==> src/sv/tkn_pkg.sv <==
// ----------------------------------------------------------------------------
// tkn_pkg
// Shared types, widths and the ranking function for the newest-message
// selector and its cells.
// ----------------------------------------------------------------------------
package tkn_pkg;

    localparam int unsigned REF_W  = 32;
    localparam int unsigned ID_W   = 63;
    localparam int unsigned DATE_W = 48;

    // One held candidate, packed so the first stream field sits lowest.
    typedef struct packed {
        logic              is_post;
        logic [DATE_W-1:0] msg_date;
        logic [ID_W-1:0]   msg_id;
        logic [REF_W-1:0]  message_ref;
        logic [REF_W-1:0]  person_ref;
    } entry_t;

    localparam int unsigned ENTRY_W = $bits(entry_t);

    // Item kinds carried on the input tuser bit.
    localparam logic KIND_OFFER = 1'b0;
    localparam logic KIND_FLUSH = 1'b1;

    typedef enum logic {
        ST_IDLE,
        ST_FLUSH
    } state_t;

    // True when the candidate ranks strictly better than the held entry:
    // newer date first, then smaller message id.
    function automatic logic better(input entry_t cand, input entry_t held);
        logic res;
        if (cand.msg_date != held.msg_date)
        begin
            res = (cand.msg_date > held.msg_date);
        end
        else
        begin
            res = (cand.msg_id < held.msg_id);
        end
        return res;
    endfunction

endpackage

==> src/sv/tkn_cell.sv <==
// ----------------------------------------------------------------------------
// tkn_cell
// One slot of the sorted chain. It compares the offered item with its own
// entry and either keeps it, takes the item, or takes its upper neighbor's
// entry; during a flush it takes its lower neighbor's entry.
// ----------------------------------------------------------------------------
module tkn_cell (
    input  logic            clk,
    input  logic            occupied,
    input  logic            insert,
    input  logic            pop,
    input  tkn_pkg::entry_t offer,
    input  tkn_pkg::entry_t up_entry,
    input  logic            up_beats,
    input  tkn_pkg::entry_t down_entry,
    output tkn_pkg::entry_t entry,
    output logic            beats
);

    tkn_pkg::entry_t entry_reg;
    tkn_pkg::entry_t entry_next;

    // An empty slot is beaten by any offer.
    assign beats = !occupied || tkn_pkg::better(offer, entry_reg);

    // Shift down on insert, shift up on pop.
    always_comb
    begin
        entry_next = entry_reg;
        if (pop)
        begin
            entry_next = down_entry;
        end
        else if (insert && beats)
        begin
            entry_next = up_beats ? up_entry : offer;
        end
    end

    always_ff @(posedge clk)
    begin
        entry_reg <= entry_next;
    end

    assign entry = entry_reg;

endmodule

==> config.mk <==
export PLATFORM = sky130hd
export DESIGN_NAME = tkn_cell
export DESIGN_NICKNAME = d
export VERILOG_FILES = /design/src/sv/tkn_pkg.sv /design/src/sv/tkn_cell.sv
export SDC_FILE = /design/constraint.sdc
export NUM_CORES = 1
export LEC_CHECK = 0
export ABC_AREA = 1
export BUFFER_PORTS_ARGS = -buffer_cell sky130_fd_sc_hd__buf_2
export CAP_MARGIN = 30
export CORE_AREA = 2 2 279 281
export CTS_CLUSTER_SIZE = 40
export DETAILED_ROUTE_END_ITERATION = 7
export DIE_AREA = 0 0 281 283
export HOLD_SLACK_MARGIN = 0.05
export SLEW_MARGIN = 10
export SYNTH_ARGS = -nofsm -noshare
export SYNTH_HDL_FRONTEND = slang
export SYNTH_SLANG_ARGS = --single-unit
==> constraint.sdc <==
create_clock -name clk -period 5.8 [get_ports clk]
set_input_delay 0.29 -clock clk [delete_from_list [all_inputs] [get_ports clk]]
set_output_delay 0.29 -clock clk [all_outputs]
set_load 0.02 [all_outputs]
==> results of run 1 <==
power breakdown:
part / leakage (uW) / switching [uW] / internal (uW) / total (uW)
sequential: 0.00175 / 53.6 / 1560 / 1620
combinational: 0.00634 / 731 / 412 / 1140
clock: 0.000317 / 583 / 774 / 1360
total: 0.00841 / 1370 / 2750 / 4120
worst paths after layout:
check | start | to | slack (ns) | cells past startpoint
setup / recovery | entry[123] | entry[156] | 2.18 | 15
hold / removal | down_entry[27] | entry[27] | 0.13 | 3
setup reg to reg | entry[123] | entry[156] | 2.18 | 15
hold reg to reg | entry[142] | entry[154] | 1.72 | 12
placed cells by master, fill, tap and decap left out:
| cell type | netlist | routed |
|---|---|---|
| buf_12 | 0 | 1 |
| clkinv_4 | 0 | 2 |
| nand2_1 | 319 | 318 |
| a21o_1 | 7 | 7 |
| buf_2 | 19 | 707 |
| diode_2 | 0 | 6 |
| o21ai_0 | 5 | 5 |
| nand2_8 | 0 | 1 |
| nand2_2 | 4 | 4 |
| inv_8 | 0 | 2 |
| ha_1 | 110 | 110 |
| inv_1 | 150 | 150 |
| edfxtp_1 | 176 | 176 |
| clkbuf_1 | 49 | 1 |
| nor2_4 | 3 | 3 |
| nand3_2 | 2 | 2 |
| a21oi_1 | 392 | 392 |
| nor2_2 | 3 | 3 |
| nor2_1 | 214 | 214 |
| clkinvlp_4 | 0 | 1 |
| buf_6 | 0 | 2 |
| bufinv_16 | 0 | 5 |
| buf_4 | 0 | 9 |
| nand3_1 | 9 | 9 |
| inv_6 | 0 | 5 |
| clkbuf_16 | 0 | 17 |
| buf_16 | 0 | 1 |
| nand4_1 | 6 | 6 |
| clkinv_1 | 2 | 1 |
area by class of cell:
type | count | area (um2)
Timing Repair Buffer | 720 | 3680
Sequential cell | 176 | 5290
Inverter | 152 | 581
Clock buffer | 18 | 429
Antenna cell | 6 | 15.0
Clock inverter | 14 | 228
Multi-Input combinational cell | 1074 | 5610
Fill cell | 8570 | 59600
Tap cell | 1040 | 1300
metrics by stage:
step	area (um2)	utilization, %
after floorplan	11800	-
after global placement	16400	21.4
after detailed placement	16500	21.5
after CTS	17100	22.3
after global routing	17100	22.3
final	17100	22.3
logic make-up after synthesis:
logic type | Yosys count
and+or+nand+nor | 560
buffers and inverters | 230
DFF | 176
AOI/OAI and AO/OA | 404
adders and majority gates | 110
layer usage:
metal | GRT usage, % | up-vias
met5 | 0 | -
met2 | 22.0 | 613
li1 | - | 6284
met1 | 15.4 | 5790
met3 | 4.42 | 81
met4 | 5.33 | 8
worst max-delay path, stage by stage (launching register included):
cell      delay [ns]
edfxtp_1        0.42
inv_1           0.10
ha_1            0.37
nand4_1         0.11
inv_1           0.30
nand2_1         0.13
nor2_1          0.15
nand2_1         0.09
a21oi_1         0.35
nor2_1          0.07
nand2_1         0.09
nand3_2         0.08
nand2_1         0.15
nand2_8         0.23
buf_16          0.32
buf_4           0.31
==> metrics.md, run 1 <==
| Metric | Value |
|---|---|
| Worst-margin pin slew | 0.830 ns |
| Status | completed |
| Setup tns final | 0 ns |
| Synth Area in XOR/XNOR | 0% |
| Top cells by count, synth | a21oi_1, nand2_1, nor2_1, edfxtp_1, inv_1 |
| Synth top area cells | edfxtp_1, a21oi_1, ha_1 |
| Tcrit/Tclk final | 62.4% |
| Placed cells | 3162 |
| CP Data Arrival Time | 3.81 ns |
| VDD IR-drop max | 0.000138 V |
| First-pass GRT wire length | 77500 um |
| Setup slack after layout | 2.18 ns |
| Layout Nets | 2784 |
| Synthesized area | 0.0118 mm2 |
| Port Buffers | 709 |
| Finish-stage setup viols | 0 |
| Pin count of the biggest net entering global routing | 81 |
| DR pass1 iterations | 5 |
| Post-synth cell types | 18 |
| Largest family of logic cells by synthesized area | simple AND/OR/NAND/NOR gates |
| Crit Path Class | reg2reg |
| DRT Wirelength | 54000 um |
| Synth async-reset ratio | 0% |
| Top-count cell post-synth | a21oi_1 |
| CTS buffer count | 17 |
| Req. time, crit path | 5.99 ns |
| Post-Synth Adder-Cell Area | 11.7% |
| Leakage | 0.00841 uW |
| Die area | 0.0795 mm2 |
| Grt ovf | 0 |
| Vias in the first global route | 12680 |
| Clock tree buffer depth | 2 |
| Routed vias | 12776 |
| Seq/Total Area, Yosys | 44.9% |
| Max reg flops | 176 |
| Synth area leader | edfxtp_1 |
| Starting Density | 15.3% |
| Crit-path max FO | 75 |
| Post-synth EDFFs | 176 |
| ANT nets after route | 0 |
| Mapped Cells | 1480 |
| Avg WL per Cell | 16.9 um |
| I/O pin cnt | 710 |
| Clock Tree Root | clkbuf_16 |
| Hold-fix buffers, CTS | 0 |
| Power, Total | 4120 uW |
| Met3 wire len | 4900 um |
| Die Y-Extent | 283 um |
| Pwr per Cell Area | 240 mW/mm2 |
| GPL Wtd Cong | 0.911 |
| Fin cells | 3200 |
| Clk_skew | 0.0137 ns |
| # DRC | 0 |
| CP Capture Type | flip-flop |
| Die Width | 281 um |
| Initial antenna violation count | 10 |
| Worst skew pair latency | 0.48 ns |
| Post-synthesis register bit count | 176 |
| Hold Slack | 0.129 ns |
| Critical Path Source Type | flip-flop |
| Clock Sinks | 176 |
| Number of max-cap violations | 0 |
| GRT Total Usage | 13.2% |
| RSZ-0062 raised after global routing | no |
| Area added between synthesis and finish | 45.5% |
| Met2 routed WL | 25400 um |
| Final slew viol count | 0 |
| Synth top area share | 44.9% |
| Period minus WS final | 3.62 ns |
| Syn_area_per_cell | 7.95 um2 |
| Drt first-iter violations | 679 |
| Top Metal Used | met5 |
| Synth Area in Simple Gates | 18.5% |
| Ys flop type | edfxtp_1 |
| Max Clk Rate | 0.276 GHz |
| Yosys warns | 0 |
| Row count | 102 |
| Min-delay worst type | in2reg |
| Rel. slew slack | 44.7% |
| Htree depth | 4 |
| Core area | 0.0767 mm2 |
| Syn_nets | 2123 |
| Wl on met1 | 22100 um |
| Clock transition at the registers of the reported paths | 0.07 ns |
| Share of cells above drive strength 1 | 35.5% |
| Dpl hpwl | 43000 um |
| Pre-CTS setup slack | 2.03 ns |
| Post-synthesis mux area share | 0% |
| Post-synthesis compound-gate area fraction | 17.3% |
| Post-cts sizing count | 0 |
| Final Hold Vio Count | 0 |
| # Post-CTS Setup Buffers | 0 |
| DR vias/cell | 3.99 |
| CTS tree | built |
No activity file was read; power rests on OpenSTA's default activity.
==> inputs of run 2 (changes only) <==
- clock period: 5.8 -> 3.35 ns (I/O delays scaled with it)
==> run 2 against run 1 <==
Against the previous run:
- clock power up 70%
- clock-buffer cell count unchanged
- cell count up 9.4%
- sequential power up 73%
- sequential cell count unchanged
- critical endpoint is now entry[49]
==> metrics.md, run 2 (synthesis results as in run 1) <==
| Metric | Value |
|---|---|
| Row count | 102 |
| Clk_skew | 0.0179 ns |
| Worst hold path depth | 3 |
| Core area | 0.0767 mm2 |
| RSZ-0062 raised after global routing | no |
| DRT Wirelength | 59400 um |
| First-pass GRT wire length | 86500 um |
| Max Clk Rate | 0.335 GHz |
| Max reg flops | 176 |
| Number of max-cap violations | 0 |
| Clock transition at the registers of the reported paths | 0.07 ns |
| Final slew viol count | 0 |
| CP Data Arrival Time | 3.10 ns |
| Met3 Usage GRT | 4.35% |
| Rel. slew slack | 59.3% |
| Share of cells above drive strength 1 | 31.7% |
| Largest delay share family, worst path | simple AND/OR/NAND/NOR gates |
| Final Hold Vio Count | 0 |
| Critical Path Source Type | flip-flop |
| Clock Sinks | 176 |
| Htree depth | 4 |
| CP Capture Type | flip-flop |
| Port Buffers | 709 |
| # DRC | 0 |
| Commonest cells after routing, fill and taps aside | buf_2, a21oi_1, nand2_1 |
| ANT nets after route | 0 |
| Die Width | 281 um |
| Area added between synthesis and finish | 71.3% |
| Clock tree buffer depth | 2 |
| WP buf/inv | 2 |
| Req. time, crit path | 3.46 ns |
| Reg2Reg Depth | 15 |
| Initial antenna violation count | 14 |
| VDD IR-drop max | 0.000217 V |
| Grt ovf | 0 |
| Starting Density | 15.3% |
| Avg WL per Cell | 17.0 um |
| R2R Path End | entry[49] |
| Worst-margin pin slew | 0.610 ns |
| Dpl hpwl | 45700 um |
| Finish-stage setup viols | 0 |
| Crit-path max FO | 67 |
| Most used routing layer | met2 |
| Fin cells | 3502 |
| Leakage | 0.00966 uW |
| Clock Tree Root | clkbuf_16 |
| Routing usage on met2 | 24.2% |
| Commonest non-fill, non-tap cell in the layout | buf_2 |
| Worst skew pair latency | 0.49 ns |
| Placed cells | 3175 |
| Pwr per Cell Area | 372 mW/mm2 |
| Hold Crit Endpoint | entry[124] |
| CTS buffer count | 17 |
| CTS tree | built |
| GRT Total Usage | 14.6% |
| Critical path cell sequence | inv_1 > ha_1 > nand2_1 > nor2_4 > nand2_1 > nor2_1 > nand2_1 > nor2_4 > nand3_2 > nor2_1 > nand2_1 > nand3_2 > nand2_1 > nand2_8 > buf_12 |
| Routed vias | 14243 |
| Status | completed |
| Fillers | 8245 |
| Slowest cell on crit path | edfxtp_1 |
| Die area | 0.0795 mm2 |
| Cell mode on critical path | nand2_1 |
| Vias in the first global route | 14716 |
| Met1 Use GR | 16.1% |
| Critical Path Start | entry[132] |
| Pin count of the biggest net entering global routing | 87 |
| Crit Path Class | reg2reg |
| Hold Crit Start | down_entry[124] |
| Crit-path max cell delay | 0.37 ns |
| Drt first-iter violations | 752 |
| Tcrit/Tclk final | 89.1% |
| Die Y-Extent | 283 um |
| I/O pin cnt | 710 |
| Period minus WS final | 2.98 ns |
| Reg2reg start | entry[132] |
| DR pass1 iterations | 6 |
| Min-delay worst type | in2reg |
| Layout Nets | 3085 |
| Setup tns final | 0 ns |
| DR vias/cell | 4.07 |
| GPL Wtd Cong | 0.946 |
| Setup slack, reg-to-reg | 0.37 ns |
run 2: repair_timing:
action | 4_1_cts | 5_1_grt
endpoints found under the setup margin | 0 | 117
setup buffers | 0 | 0
hold buffers | 288 | 0
endpoints found under the hold margin | 154 | 0
resized for setup | 0 | 2
run 2: worst reg2reg max path, delay by kind of cell (launching register included):
family                     cells  cell delay, ns
and+or+nand+nor               12            1.44
buffers and inverters          2            0.35
DFF                            1            0.37
adders and majority gates      1            0.29
run 2: metal layers:
layer,wire (um),vias up
met2,27600,744
li1,-,6895
met5,69,-
met1,23400,6426
met4,3520,10
met3,4900,168
run 2: cell type report:
type,instances,area (um2),share of cell area [%]
flip-flops and latches,176,5290,26.2
repair buffers,1021,6720,33.4
diodes,8,20.0,0.0993
inverters,152,581,2.88
clock buffers,18,429,2.13
multi-input cells,1074,5620,27.9
clock inverters,13,199,0.987
well taps,1040,1300,6.45
run 2: worst max-delay path by stage:
stage	endpoint	slack (ns)	cells after the start
4_1_cts	beats	0.06	14
6_report	entry[49]	0.37	15
2_1_floorplan	entry[0]	0.44	14
5_1_grt	entry[49]	0.07	15
3_3_place_gp	entry[92]	0.14	15
3_5_place_dp	entry[92]	0.12	15
run 2: where the power goes:
part	switching, uW	internal, uW	total (uW)	leakage [uW]
registers	92.7	2710	2800	0.00175
logic	1360	1020	2380	0.00761
clock network	1050	1270	2310	0.000307
total	2500	5000	7490	0.00966
run 2: metrics by stage:
stage / worst slack, ns / utilization [%] / hold WS [ns] / area (um2) / total power, uW
floorplan: 0.438 / - / 0.397 / 11800 / 3900
global placement: 0.139 / 21.7 / 0.489 / 16600 / 4870
detailed placement: 0.116 / 21.7 / 0.493 / 16600 / 4880
CTS: 0.0648 / 26.2 / 0.0514 / 20100 / 7600
global route: 0.0652 / 26.3 / 0.0675 / 20200 / 7930
finish: 0.367 / 26.3 / 0.0907 / 20200 / 7490
